<file path="config.mk">
export PLATFORM = sky130hd
export DESIGN_NAME = pedal_to_torque_request_top
export DESIGN_NICKNAME = d
export VERILOG_FILES = /design/src/rtl/ptr_pkg.sv /design/src/rtl/pedal_to_torque_request_top.sv
export SDC_FILE = /design/constraint.sdc
export NUM_CORES = 2
export LEC_CHECK = 0
export BUFFER_PORTS_ARGS = -buffer_cell sky130_fd_sc_hd__buf_2
export CAP_MARGIN = 10
export CORE_UTILIZATION = 45
export CTS_CLUSTER_DIAMETER = 120
export DETAILED_ROUTE_END_ITERATION = 16
export PLACE_DENSITY_LB_ADDON = 0.3
export SLEW_MARGIN = 20
export SYNTH_ARGS = -nofsm -noshare
export SYNTH_HDL_FRONTEND = slang
export SYNTH_SLANG_ARGS = --single-unit
export TNS_END_PERCENT = 30
</file>
<file path="constraint.sdc">
create_clock -name clock -period 22.1 [get_ports clock]
set_input_delay 4.42 -clock clock [delete_from_list [all_inputs] [get_ports clock]]
set_output_delay 4.42 -clock clock [all_outputs]
set_load 0.05 [all_outputs]
</file>
<file path="src/rtl/ptr_pkg.sv">
// Shared constants, control word types and the microcode ROM for the
// pedal-to-torque request block. No dependencies.
`timescale 1ns / 1ps

package ptr_pkg;

   // Field widths and fixed-point constants
   localparam int PEDAL_BITS = 12;
   localparam int SPEED_BITS = 16;
   localparam int FULL_PCT = 25600;
   localparam int REGEN_MIN_RPM = 100;

   // Datapath widths: multiplier operands, signed numerator, magnitudes
   localparam int OPW = 18;
   localparam int NUMW = 33;
   localparam int MAGW = 32;
   localparam int DMAGW = 17;
   localparam int DIV_CNT_W = 4;
   localparam int TORQUE_W = 16;
   // Unsigned width for speed compares against 16-bit rpm band limits
   localparam int CMP_W = ((SPEED_BITS > 16) ? SPEED_BITS : 16) + 1;
   // Signed width for the slew difference against the 15-bit slew limit
   localparam int DIF_W = ((SPEED_BITS > 15) ? SPEED_BITS : 15) + 2;

   localparam logic signed [OPW-1:0] FULL_PCT_OP = OPW'(FULL_PCT);

   // Configuration register map
   localparam int CSR_IDX_W = 3;
   localparam int CSR_DATA_W = 32;
   localparam int PRANGE_W = 24;
   localparam logic [CSR_IDX_W-1:0] CSR_PEDAL0_RANGE = 3'd0;
   localparam logic [CSR_IDX_W-1:0] CSR_PEDAL1_RANGE = 3'd1;
   localparam logic [CSR_IDX_W-1:0] CSR_REGEN_SPEED_BAND = 3'd2;
   localparam logic [CSR_IDX_W-1:0] CSR_REGEN_PEDAL_LIMIT = 3'd3;
   localparam logic [CSR_IDX_W-1:0] CSR_REGEN_BRAKE_LEVEL = 3'd4;
   localparam logic [CSR_IDX_W-1:0] CSR_THROTTLE_CEILING = 3'd5;
   localparam logic [CSR_IDX_W-1:0] CSR_DEAD_ZONE = 3'd6;
   localparam logic [CSR_IDX_W-1:0] CSR_RPM_SLEW = 3'd7;
   localparam logic [14:0] THROTTLE_CEILING_RST = 15'd25600;
   localparam logic [14:0] RPM_SLEW_RST = 15'd100;

   // Microcode step addresses
   localparam int UPC_W = 5;
   localparam logic [UPC_W-1:0] U_IDLE = 5'd0;
   localparam logic [UPC_W-1:0] U_SLEW = 5'd1;
   localparam logic [UPC_W-1:0] U_BRK = 5'd2;
   localparam logic [UPC_W-1:0] U_PED_MUL = 5'd3;
   localparam logic [UPC_W-1:0] U_PED_DIV = 5'd4;
   localparam logic [UPC_W-1:0] U_PED_WAIT = 5'd5;
   localparam logic [UPC_W-1:0] U_PED_WB = 5'd6;
   localparam logic [UPC_W-1:0] U_DZ_MUL = 5'd7;
   localparam logic [UPC_W-1:0] U_DZ_DIV = 5'd8;
   localparam logic [UPC_W-1:0] U_DZ_WAIT = 5'd9;
   localparam logic [UPC_W-1:0] U_DZ_WB = 5'd10;
   localparam logic [UPC_W-1:0] U_DIR = 5'd11;
   localparam logic [UPC_W-1:0] U_FT_CHK = 5'd12;
   localparam logic [UPC_W-1:0] U_FT_DIV = 5'd13;
   localparam logic [UPC_W-1:0] U_FT_WAIT = 5'd14;
   localparam logic [UPC_W-1:0] U_FT_WB = 5'd15;
   localparam logic [UPC_W-1:0] U_FWD_MUL = 5'd16;
   localparam logic [UPC_W-1:0] U_FWD_DIV = 5'd17;
   localparam logic [UPC_W-1:0] U_FWD_WAIT = 5'd18;
   localparam logic [UPC_W-1:0] U_FWD_WB = 5'd19;
   localparam logic [UPC_W-1:0] U_ZERO = 5'd20;
   localparam logic [UPC_W-1:0] U_BT_CHK = 5'd21;
   localparam logic [UPC_W-1:0] U_BT_DIV = 5'd22;
   localparam logic [UPC_W-1:0] U_BT_WAIT = 5'd23;
   localparam logic [UPC_W-1:0] U_BT_WB = 5'd24;
   localparam logic [UPC_W-1:0] U_BRK_RES = 5'd25;
   localparam logic [UPC_W-1:0] U_OUT = 5'd26;

   // Control word fields
   typedef enum logic [2:0] {
      MUL_NONE,
      MUL_TAPER,    // (speed - regen end) * level
      MUL_PEDAL,    // FULL_PCT * (sample - min)
      MUL_DZ,       // (pedal - dead zone) * FULL_PCT
      MUL_FWD       // pedal * (ceiling - regen limit)
   } mul_op_type;

   typedef enum logic [2:0] {
      DIV_NONE,
      DIV_TAPER,    // full regen rpm - regen end rpm
      DIV_PEDAL,    // max - min
      DIV_DZ,       // FULL_PCT - dead zone
      DIV_PCT       // FULL_PCT
   } div_op_type;

   typedef enum logic {
      LVL_PEDAL,
      LVL_BRAKE
   } lvl_type;

   typedef enum logic [3:0] {
      WB_NONE,
      WB_SLEW,
      WB_LIM_EDGE,
      WB_LIM_Q,
      WB_PN_ZERO,
      WB_PN_CLAMP,
      WB_PN_Q,
      WB_RES_ZERO,
      WB_RES_LIM,
      WB_RES_PN,
      WB_RES_FWD,
      WB_EMIT
   } wb_op_type;

   typedef enum logic [3:0] {
      J_NEVER,
      J_ALWAYS,
      J_NO_ITEM,
      J_NEUTRAL,
      J_BRAKE,
      J_OUT_BAND,
      J_PEDAL_FLAT,
      J_DZ_ZERO,
      J_NOT_FWD,
      J_DIV_BUSY,
      J_OUT_BUSY
   } jmp_type;

   typedef struct packed {
      mul_op_type       mul;
      div_op_type       div;
      lvl_type          lvl;
      wb_op_type        wb;
      jmp_type          jmp;
      logic             ret;     // return to idle when the jump is not taken
      logic [UPC_W-1:0] target;
   } ctrl_type;

   localparam ctrl_type CW_NOP = '{
      mul: MUL_NONE, div: DIV_NONE, lvl: LVL_PEDAL, wb: WB_NONE,
      jmp: J_NEVER, ret: 1'b0, target: U_IDLE
   };

   // Microcode ROM: one control word per step
   function automatic ctrl_type ucode(input logic [UPC_W-1:0] addr);
      ctrl_type cw;
      cw = CW_NOP;
      case (addr)
         U_IDLE: begin
            cw.jmp = J_NO_ITEM; cw.target = U_IDLE;
         end
         U_SLEW: begin
            cw.wb = WB_SLEW; cw.jmp = J_NEUTRAL; cw.target = U_ZERO;
         end
         U_BRK: begin
            cw.jmp = J_BRAKE; cw.target = U_BT_CHK;
         end
         U_PED_MUL: begin
            cw.mul = MUL_PEDAL; cw.wb = WB_PN_ZERO;
            cw.jmp = J_PEDAL_FLAT; cw.target = U_DZ_MUL;
         end
         U_PED_DIV: cw.div = DIV_PEDAL;
         U_PED_WAIT: begin
            cw.jmp = J_DIV_BUSY; cw.target = U_PED_WAIT;
         end
         U_PED_WB: cw.wb = WB_PN_CLAMP;
         U_DZ_MUL: begin
            cw.mul = MUL_DZ; cw.wb = WB_PN_ZERO;
            cw.jmp = J_DZ_ZERO; cw.target = U_DIR;
         end
         U_DZ_DIV: cw.div = DIV_DZ;
         U_DZ_WAIT: begin
            cw.jmp = J_DIV_BUSY; cw.target = U_DZ_WAIT;
         end
         U_DZ_WB: cw.wb = WB_PN_Q;
         U_DIR: begin
            cw.wb = WB_RES_PN; cw.jmp = J_NOT_FWD; cw.target = U_OUT;
         end
         U_FT_CHK: begin
            cw.mul = MUL_TAPER; cw.lvl = LVL_PEDAL; cw.wb = WB_LIM_EDGE;
            cw.jmp = J_OUT_BAND; cw.target = U_FWD_MUL;
         end
         U_FT_DIV: cw.div = DIV_TAPER;
         U_FT_WAIT: begin
            cw.jmp = J_DIV_BUSY; cw.target = U_FT_WAIT;
         end
         U_FT_WB: cw.wb = WB_LIM_Q;
         U_FWD_MUL: cw.mul = MUL_FWD;
         U_FWD_DIV: cw.div = DIV_PCT;
         U_FWD_WAIT: begin
            cw.jmp = J_DIV_BUSY; cw.target = U_FWD_WAIT;
         end
         U_FWD_WB: begin
            cw.wb = WB_RES_FWD; cw.jmp = J_ALWAYS; cw.target = U_OUT;
         end
         U_ZERO: begin
            cw.wb = WB_RES_ZERO; cw.jmp = J_ALWAYS; cw.target = U_OUT;
         end
         U_BT_CHK: begin
            cw.mul = MUL_TAPER; cw.lvl = LVL_BRAKE; cw.wb = WB_LIM_EDGE;
            cw.jmp = J_OUT_BAND; cw.target = U_BRK_RES;
         end
         U_BT_DIV: cw.div = DIV_TAPER;
         U_BT_WAIT: begin
            cw.jmp = J_DIV_BUSY; cw.target = U_BT_WAIT;
         end
         U_BT_WB: cw.wb = WB_LIM_Q;
         U_BRK_RES: cw.wb = WB_RES_LIM;
         U_OUT: begin
            cw.wb = WB_EMIT; cw.jmp = J_OUT_BUSY; cw.target = U_OUT; cw.ret = 1'b1;
         end
         default: begin
            cw.jmp = J_ALWAYS; cw.target = U_IDLE;
         end
      endcase
      return cw;
   endfunction

endpackage

</file>
<file path="src/rtl/pedal_to_torque_request_top.sv">
// Pedal-to-torque request block: microcoded sequencer, shared multiplier
// and shared radix-4 divider. Depends on ptr_pkg.
`timescale 1ns / 1ps

// Each accepted item yields exactly one torque request. The item runs
// through a short microprogram that drives one 18x18 multiplier and one
// divider producing two quotient bits per cycle. The path of an item
// holds no division in neutral, up to one when braking, up to two in
// reverse and up to four in forward with the pedal pressed. One item is
// in work at a time; the next is accepted as soon as the result has moved
// into the output register, even while that result still waits under
// rsp_stall. Configuration writes are always taken.
module pedal_to_torque_request_top (
   input  logic                                    clock,
   input  logic                                    reset,
   input  logic                                    req_valid,
   output logic                                    req_stall,
   input  logic [ptr_pkg::PEDAL_BITS-1:0]          req_pedal_sample,
   input  logic                                    req_pedal_channel,
   input  logic                                    req_brake_pressed,
   input  logic signed [ptr_pkg::SPEED_BITS-1:0]   req_motor_speed,
   input  logic signed [1:0]                       req_drive_direction,
   output logic                                    rsp_valid,
   input  logic                                    rsp_stall,
   output logic signed [ptr_pkg::TORQUE_W-1:0]     rsp_torque_request,
   input  logic                                    csr_valid,
   output logic                                    csr_ready,
   input  logic [ptr_pkg::CSR_IDX_W-1:0]           csr_index,
   input  logic [ptr_pkg::CSR_DATA_W-1:0]          csr_data
);

   localparam int PB = ptr_pkg::PEDAL_BITS;
   localparam int SB = ptr_pkg::SPEED_BITS;
   localparam int OPW = ptr_pkg::OPW;
   localparam int NUMW = ptr_pkg::NUMW;
   localparam int MAGW = ptr_pkg::MAGW;
   localparam int DMAGW = ptr_pkg::DMAGW;
   localparam int CMPW = ptr_pkg::CMP_W;
   localparam int DIFW = ptr_pkg::DIF_W;

   // Configuration registers
   logic [ptr_pkg::PRANGE_W-1:0] pedal0_range_ff, pedal1_range_ff;
   logic [31:0]                  regen_speed_band_ff;
   logic signed [15:0]           regen_pedal_limit_ff, regen_brake_level_ff;
   logic [14:0]                  throttle_ceiling_ff, dead_zone_ff, rpm_slew_ff;

   // Latched item, sequencer and datapath registers
   logic [PB-1:0]            pv_ff;
   logic                     chan_ff, brake_ff;
   logic signed [SB-1:0]     speed_ff;
   logic signed [1:0]        dir_ff;
   logic [ptr_pkg::UPC_W-1:0] upc_ff, upc_in;
   logic [SB-1:0]            spd_ff, spd_in;
   logic signed [NUMW-1:0]   prod_ff;
   logic [15:0]              pn_ff, pn_in;
   logic signed [16:0]       lim_ff, lim_in;
   logic signed [17:0]       res_ff, res_in;
   logic                     rsp_valid_ff, rsp_valid_in;
   logic signed [ptr_pkg::TORQUE_W-1:0] rsp_data_ff;

   // Divider registers
   logic                     div_busy_ff, div_neg_ff;
   logic [ptr_pkg::DIV_CNT_W-1:0] div_cnt_ff;
   logic [17:0]              div_rem_ff, div_rem_in;
   logic [MAGW-1:0]          div_quo_ff, div_quo_in;
   logic [DMAGW-1:0]         div_dmag_ff;

   ptr_pkg::ctrl_type cw;
   logic              accept, taken, out_busy, emit;

   // Operand views
   logic [2*PB+ptr_pkg::PRANGE_W-1:0] prange;
   logic [PB-1:0]          pmin, pmax;
   logic signed [PB:0]     pdiff_v, pspan_v;
   logic [CMPW-1:0]        spd_c, band_end_c, band_full_c, min_rpm_c;
   logic [CMPW-1:0]        spd_end_c, full_end_c;
   logic                   below_band, out_band, dz_zero, pedal_flat;
   logic signed [15:0]     level;
   logic signed [OPW-1:0]  mul_a, mul_b, div_den;
   logic signed [2*OPW-1:0] mul_p;
   logic signed [NUMW-1:0] div_q;
   logic [DMAGW-1:0]       den_mag;
   logic [MAGW-1:0]        num_mag;
   logic signed [NUMW-1:0] prod_neg;
   logic signed [OPW-1:0]  den_neg;

   // Slew and divider step temporaries
   logic [SB-1:0]          spd_abs;
   logic signed [SB:0]     speed_neg;
   logic signed [DIFW-1:0] sl_diff, sl_slew;
   logic [17:0]            dv_sh;
   logic [18:0]            dv_t;
   logic [17:0]            dv_r;
   logic [MAGW-1:0]        dv_q;

   assign cw = ptr_pkg::ucode(upc_ff);
   assign req_stall = (upc_ff != ptr_pkg::U_IDLE);
   assign accept = req_valid && !req_stall;
   assign out_busy = rsp_valid_ff && rsp_stall;
   assign emit = (cw.wb == ptr_pkg::WB_EMIT) && !out_busy;
   assign rsp_valid = rsp_valid_ff;
   assign rsp_torque_request = rsp_data_ff;
   assign csr_ready = 1'b1;

   // Operand selection from configuration and state
   always_comb begin
      prange = chan_ff ? (2*PB+ptr_pkg::PRANGE_W)'(pedal1_range_ff)
                       : (2*PB+ptr_pkg::PRANGE_W)'(pedal0_range_ff);
      pmin = prange[PB-1:0];
      pmax = prange[2*PB-1:PB];
      pdiff_v = $signed({1'b0, pv_ff}) - $signed({1'b0, pmin});
      pspan_v = $signed({1'b0, pmax}) - $signed({1'b0, pmin});
      pedal_flat = (pmin == pmax);
      spd_c = CMPW'(spd_ff);
      band_end_c = CMPW'(regen_speed_band_ff[15:0]);
      band_full_c = CMPW'(regen_speed_band_ff[31:16]);
      min_rpm_c = CMPW'(ptr_pkg::REGEN_MIN_RPM);
      spd_end_c = spd_c - band_end_c;
      full_end_c = band_full_c - band_end_c;
      below_band = (spd_c < min_rpm_c) || (spd_c < band_end_c);
      out_band = below_band || (spd_c >= band_full_c);
      dz_zero = (dead_zone_ff >= 15'(ptr_pkg::FULL_PCT)) || (pn_ff < 16'(dead_zone_ff));
      level = (cw.lvl == ptr_pkg::LVL_BRAKE) ? regen_brake_level_ff : regen_pedal_limit_ff;
   end

   // Multiplier operand mux
   always_comb begin
      mul_a = '0;
      mul_b = '0;
      case (cw.mul)
         ptr_pkg::MUL_TAPER: begin
            mul_a = $signed({1'b0, spd_end_c[16:0]});
            mul_b = OPW'(level);
         end
         ptr_pkg::MUL_PEDAL: begin
            mul_a = ptr_pkg::FULL_PCT_OP;
            mul_b = OPW'(pdiff_v);
         end
         ptr_pkg::MUL_DZ: begin
            mul_a = $signed({2'b00, pn_ff}) - $signed({3'b000, dead_zone_ff});
            mul_b = ptr_pkg::FULL_PCT_OP;
         end
         ptr_pkg::MUL_FWD: begin
            mul_a = $signed({2'b00, pn_ff});
            mul_b = $signed({3'b000, throttle_ceiling_ff}) - OPW'(lim_ff);
         end
         default: begin
            mul_a = '0;
            mul_b = '0;
         end
      endcase
   end

   assign mul_p = mul_a * mul_b;

   // Divisor mux and operand magnitudes
   always_comb begin
      case (cw.div)
         ptr_pkg::DIV_TAPER: div_den = $signed({1'b0, full_end_c[16:0]});
         ptr_pkg::DIV_PEDAL: div_den = OPW'(pspan_v);
         ptr_pkg::DIV_DZ:    div_den = ptr_pkg::FULL_PCT_OP - $signed({3'b000, dead_zone_ff});
         ptr_pkg::DIV_PCT:   div_den = ptr_pkg::FULL_PCT_OP;
         default:            div_den = ptr_pkg::FULL_PCT_OP;
      endcase
      den_neg = -div_den;
      prod_neg = -prod_ff;
      den_mag = div_den[OPW-1] ? den_neg[DMAGW-1:0] : div_den[DMAGW-1:0];
      num_mag = prod_ff[NUMW-1] ? prod_neg[MAGW-1:0] : prod_ff[MAGW-1:0];
      div_q = div_neg_ff ? -$signed({1'b0, div_quo_ff}) : $signed({1'b0, div_quo_ff});
   end

   // Two restoring division steps per cycle
   always_comb begin
      dv_r = div_rem_ff;
      dv_q = div_quo_ff;
      for (int i = 0; i < 2; i++) begin
         dv_sh = {dv_r[16:0], dv_q[MAGW-1]};
         dv_t = {1'b0, dv_sh} - {2'b00, div_dmag_ff};
         dv_q = {dv_q[MAGW-2:0], ~dv_t[18]};
         dv_r = dv_t[18] ? dv_sh : dv_t[17:0];
      end
      div_rem_in = dv_r;
      div_quo_in = dv_q;
   end

   // Speed slew toward the new absolute speed
   always_comb begin
      speed_neg = -$signed({speed_ff[SB-1], speed_ff});
      spd_abs = speed_ff[SB-1] ? speed_neg[SB-1:0] : speed_ff;
      sl_slew = $signed({{(DIFW-15){1'b0}}, rpm_slew_ff});
      sl_diff = $signed(DIFW'(spd_abs)) - $signed(DIFW'(spd_ff));
      if (sl_diff > sl_slew) begin
         spd_in = spd_ff + SB'(rpm_slew_ff);
      end else if (sl_diff < -sl_slew) begin
         spd_in = spd_ff - SB'(rpm_slew_ff);
      end else begin
         spd_in = spd_abs;
      end
   end

   // Jump condition and next step
   always_comb begin
      case (cw.jmp)
         ptr_pkg::J_ALWAYS:     taken = 1'b1;
         ptr_pkg::J_NO_ITEM:    taken = !req_valid;
         ptr_pkg::J_NEUTRAL:    taken = (dir_ff == 2'sd0);
         ptr_pkg::J_BRAKE:      taken = brake_ff;
         ptr_pkg::J_OUT_BAND:   taken = out_band;
         ptr_pkg::J_PEDAL_FLAT: taken = pedal_flat;
         ptr_pkg::J_DZ_ZERO:    taken = dz_zero;
         ptr_pkg::J_NOT_FWD:    taken = (dir_ff != 2'sd1);
         ptr_pkg::J_DIV_BUSY:   taken = div_busy_ff;
         ptr_pkg::J_OUT_BUSY:   taken = out_busy;
         default:               taken = 1'b0;
      endcase
      if (taken) begin
         upc_in = cw.target;
      end else if (cw.ret) begin
         upc_in = ptr_pkg::U_IDLE;
      end else begin
         upc_in = upc_ff + 1'b1;
      end
   end

   // Write-back decode
   always_comb begin
      pn_in = pn_ff;
      lim_in = lim_ff;
      res_in = res_ff;
      unique case (cw.wb)
         ptr_pkg::WB_LIM_EDGE: lim_in = below_band ? 17'sd0 : 17'(level);
         ptr_pkg::WB_LIM_Q:    lim_in = div_q[16:0];
         ptr_pkg::WB_PN_ZERO:  pn_in = '0;
         ptr_pkg::WB_PN_CLAMP: begin
            if (div_q < 0) begin
               pn_in = '0;
            end else if (div_q > NUMW'(ptr_pkg::FULL_PCT)) begin
               pn_in = 16'(ptr_pkg::FULL_PCT);
            end else begin
               pn_in = div_q[15:0];
            end
         end
         ptr_pkg::WB_PN_Q:     pn_in = div_q[15:0];
         ptr_pkg::WB_RES_ZERO: res_in = '0;
         ptr_pkg::WB_RES_LIM:  res_in = 18'(lim_ff);
         ptr_pkg::WB_RES_PN:   res_in = $signed({2'b00, pn_ff});
         ptr_pkg::WB_RES_FWD:  res_in = 18'(lim_ff) + div_q[17:0];
         default: begin
            pn_in = pn_ff;
         end
      endcase
   end

   always_comb begin
      if (emit) begin
         rsp_valid_in = 1'b1;
      end else begin
         rsp_valid_in = out_busy;
      end
   end

   // Hold configuration; writes land at any time
   always_ff @(posedge clock) begin
      if (reset) begin
         pedal0_range_ff <= '0;
         pedal1_range_ff <= '0;
         regen_speed_band_ff <= '0;
         regen_pedal_limit_ff <= '0;
         regen_brake_level_ff <= '0;
         throttle_ceiling_ff <= ptr_pkg::THROTTLE_CEILING_RST;
         dead_zone_ff <= '0;
         rpm_slew_ff <= ptr_pkg::RPM_SLEW_RST;
      end else if (csr_valid && csr_ready) begin
         unique case (csr_index)
            ptr_pkg::CSR_PEDAL0_RANGE:      pedal0_range_ff <= csr_data[23:0];
            ptr_pkg::CSR_PEDAL1_RANGE:      pedal1_range_ff <= csr_data[23:0];
            ptr_pkg::CSR_REGEN_SPEED_BAND:  regen_speed_band_ff <= csr_data;
            ptr_pkg::CSR_REGEN_PEDAL_LIMIT: regen_pedal_limit_ff <= csr_data[15:0];
            ptr_pkg::CSR_REGEN_BRAKE_LEVEL: regen_brake_level_ff <= csr_data[15:0];
            ptr_pkg::CSR_THROTTLE_CEILING:  throttle_ceiling_ff <= csr_data[14:0];
            ptr_pkg::CSR_DEAD_ZONE:         dead_zone_ff <= csr_data[14:0];
            ptr_pkg::CSR_RPM_SLEW:          rpm_slew_ff <= csr_data[14:0];
            default:                        rpm_slew_ff <= rpm_slew_ff;
         endcase
      end
   end

   // Sequencer, state and output register
   always_ff @(posedge clock) begin
      if (reset) begin
         upc_ff <= ptr_pkg::U_IDLE;
         spd_ff <= '0;
         rsp_valid_ff <= 1'b0;
      end else begin
         upc_ff <= upc_in;
         rsp_valid_ff <= rsp_valid_in;
         if (cw.wb == ptr_pkg::WB_SLEW) begin
            spd_ff <= spd_in;
         end
      end
   end

   // Latch the item, advance the datapath
   always_ff @(posedge clock) begin
      if (accept) begin
         pv_ff <= req_pedal_sample;
         chan_ff <= req_pedal_channel;
         brake_ff <= req_brake_pressed;
         speed_ff <= req_motor_speed;
         dir_ff <= req_drive_direction;
      end
      if (cw.mul != ptr_pkg::MUL_NONE) begin
         prod_ff <= mul_p[NUMW-1:0];
      end
      pn_ff <= pn_in;
      lim_ff <= lim_in;
      res_ff <= res_in;
      if (emit) begin
         rsp_data_ff <= res_ff[ptr_pkg::TORQUE_W-1:0];
      end
   end

   // Shared divider
   always_ff @(posedge clock) begin
      if (reset) begin
         div_busy_ff <= 1'b0;
         div_cnt_ff <= '0;
      end else if (cw.div != ptr_pkg::DIV_NONE) begin
         div_busy_ff <= 1'b1;
         div_cnt_ff <= '0;
      end else if (div_busy_ff) begin
         div_cnt_ff <= div_cnt_ff + 1'b1;
         if (div_cnt_ff == '1) begin
            div_busy_ff <= 1'b0;
         end
      end
   end

   always_ff @(posedge clock) begin
      if (cw.div != ptr_pkg::DIV_NONE) begin
         div_rem_ff <= '0;
         div_quo_ff <= num_mag;
         div_dmag_ff <= den_mag;
         div_neg_ff <= prod_ff[NUMW-1] ^ div_den[OPW-1];
      end else if (div_busy_ff) begin
         div_rem_ff <= div_rem_in;
         div_quo_ff <= div_quo_in;
      end
   end

`ifndef SYNTH
   // Divider runs only while the program sits in a wait step
   a_div_wait: assert property (@(posedge clock) disable iff (reset)
      div_busy_ff |-> (upc_ff == ptr_pkg::U_PED_WAIT || upc_ff == ptr_pkg::U_DZ_WAIT ||
                       upc_ff == ptr_pkg::U_FT_WAIT || upc_ff == ptr_pkg::U_FWD_WAIT ||
                       upc_ff == ptr_pkg::U_BT_WAIT))
      else $error("divider busy outside a wait step");

   // An accepted item starts with the speed slew
   a_accept_slew: assert property (@(posedge clock) disable iff (reset)
      accept |=> (upc_ff == ptr_pkg::U_SLEW))
      else $error("accepted item did not enter the slew step");

   // A new result appears only from the output step
   a_rsp_from_out: assert property (@(posedge clock) disable iff (reset)
      $rose(rsp_valid_ff) |-> ($past(upc_ff) == ptr_pkg::U_OUT))
      else $error("result raised outside the output step");

   // Filtered speed changes only in the slew step
   a_spd_slew: assert property (@(posedge clock) disable iff (reset)
      ($past(!reset) && !$stable(spd_ff)) |-> ($past(upc_ff) == ptr_pkg::U_SLEW))
      else $error("filtered speed changed outside the slew step");
`endif

endmodule

</file>
==> metrics <==
Max Slew Vio Count 0; Netlist cell types 86; worst skew pair latency 620 ps; hold buffers post-CTS 0; # DRC 0; CTS tree built; final hold viol count 0; Hold WS 417 ps; Worst EP arrival 10230 ps; multi-input logic area 26500 um2; Crit path max-delay family adder cells; core outline area 85300 um2; Starting Density 0.455; CP Capture Type flip-flop; Synth Warn # 0; chip width 296 um; Reg power frac 0.197; min-delay src res_ff[15]; most used cell, CP fa_1; Ports 91; Int Pwr 2.94 mW; detailed router's first-iteration violation count 2700; final WL 116000 um; nets@finish 5350; layout cell share with drive strength beyond 1 0.0641; Crit path largest cell delay 670 ps; area grow syn2layout 8.47%; critical path launch point chan_ff; GR Overflow Total 0; number of inserted diodes 0; register area 9430 um2; Site Rows 107; Comb pwr share 0.670; RSZ-0062 raised after global routing false; WP buf/inv 6; input/output buffers 89; top-area cell type share of the netlist area 0.164; status completed; Pre-antenna DRT Iters 8; sequential area share after synthesis 0.243; Routed WL per cell 19.9 um; Avg Cell Area, Syn 8.45 um2; Psw 2.84 mW; Tmin final 9870 ps; Clk network pwr share 0.134; # fillers 8174; worst rel slew slack 0.202; first-pass GRT wire length 181000 um; CP max-delay cell nand3_1; largest cells by area after synthesis fa_1 (16%), edfxtp_1 (14%), ha_1 (11%); reg2reg start chan_ff; GRT Util Overall 0.268; commonest non-fill, non-tap cell in the layout nand2_1; Tcrit/Tclk final 0.447; Yosys reg bits 381; count of final setup violators 0; Place WS 12350 ps; Crit Path Max Fanout 24; initial antenna violation count 2; clk slew on worst S/H paths 60 ps; clock tree sinks 381; Post-Synthesis Cells 4594; clk root buf clkbuf_16; total number of vias 32900; EDFF count, synth 180; total of max-cap violations 0; most frequent cells in the layout nand2_1 (708), inv_1 (611), ha_1 (330); largest net degree at the start of global routing 100; Worst setup SP type flip-flop; clock skew 37.4 ps; largest area contributor in the netlist fa_1; die area 87500 um2; Setup TNS 0 ps; Routed Antenna Nets 0; Pwr Total 5.77 mW; CTS max path bufs 3; Sw Ratio 0.491; slew of the pin with the lowest slew margin 1200 ps; Final Worst Setup Slack 12230 ps; post-cts sizing count 0; Worst Setup Path Type reg2reg; Peak Freq 0.101 GHz; via/cell ratio 5.66; Post CTS Setup Buffer Count 0; CP required 22460 ps; Post-synth ARST share 0; worst vdd ir 0.287 mV; placed wire-length estimate 90700 um; vias in the first global route 31700; Pwr Density 137 nW/um2; gpl congestion 0.983; H-tree depth 2; Pleak 18.1 nW; Die H 296 um; Hold Crit Class reg2reg; Num CTS Buffers 47; final core occ 0.494; Mapped Area 38800 um2; Primary FF master, synth dfxtp_1
[worst reg2reg max path, delay by kind of cell (launching register included)]
family / cells / cell delay, ps
adder cells (fa/ha/maj): 8 / 3650
AO/OA/AOI/OAI: 12 / 2870
XOR/XNOR: 1 / 170
multiplexers: 1 / 490
AND/OR/NAND/NOR: 6 / 1500
flip-flops: 1 / 320
buffers and inverters: 6 / 590
[stage by stage]
step                cell area [um2]  instances
global placement              40600       5724
CTS                           42100       5811
detailed placement            40600       5724
global route                  42100       5812
floorplan                     38900       4618
finish                        42100       5812
[power groups by stage]
stage	Clock [mW]	Combinational (mW)	Sequential, mW
after global routing	0.811	4.32	1.15
after global placement	0	3.76	1.14
after detailed placement	0	3.81	1.15
after floorplan	0	2.85	1.08
final	0.772	3.87	1.14
after CTS	0.784	3.83	1.13
[final timing paths]
check,endpoint,slack (ps),cells after the start
setup reg to reg,prod_ff[32],12230,34
setup / recovery,prod_ff[32],12230,34
hold reg to reg,rsp_torque_request[15],420,0
hold / removal,rsp_torque_request[15],420,0
[layout make-up]
type,count,share of cell area
multi-input combinational,3435,0.629
sequential,381,0.224
inverter,612,0.0545
tap,1144,0.0340
clock buffer,65,0.0310
timing repair buffer,153,0.0222
clock inverter,22,0.00493
[per-layer routing]
metal / wire length, um / track usage / up-vias
li1: - / - / 15600
met3: 10100 / 0.0492 / 236
met2: 49500 / 0.404 / 1175
met5: 28 / 0 / -
met4: 4460 / 0.0986 / 4
met1: 51500 / 0.381 / 15900
[state kept, by name, summed over array words and instances (netlist names), 2 cells and up]
name / count
pedal0_range_ff: 24
div_quo_ff: 32
div_rem_ff: 17
regen_speed_band_ff: 32
pv_ff: 12
dead_zone_ff: 15
rpm_slew_ff: 15
speed_ff: 16
pn_ff: 16
res_ff: 16
div_dmag_ff: 17
dir_ff: 2
upc_ff: 5
regen_pedal_limit_ff: 16
rsp_torque_request: 16
throttle_ceiling_ff: 15
pedal1_range_ff: 24
spd_ff: 16
lim_ff: 17
div_cnt_ff: 4
prod_ff: 33
regen_brake_level_ff: 16
[Yosys cell counts (84+ instances only)]
master and count:
xor2_1 103, clkbuf_1 160, a21oi_1 317, inv_1 611, xnor2_1 151, dfxtp_1 201
fa_1 318, edfxtp_1 180, nor3_1 84, nand2_1 709, nor2_1 241, ha_1 330
o21ai_0 220
[cells by family (layout without fill, tap and decap cells)]
family                     count (synthesis)  in the layout  share of synthesized area
AOI/OAI and AO/OA                        991            991                      0.161
xor gates and xnor gates                 255            255                     0.0579
adders and majority gates                648            648                      0.270
buffers and inverters                    802            852                     0.0787
DFF                                      381            381                      0.243
muxes                                     82             82                     0.0222
other                                      2             26                   0.000193
and+or+nand+nor                         1433           1433                      0.167
Note: power is estimated with default switching activity, not from simulation.
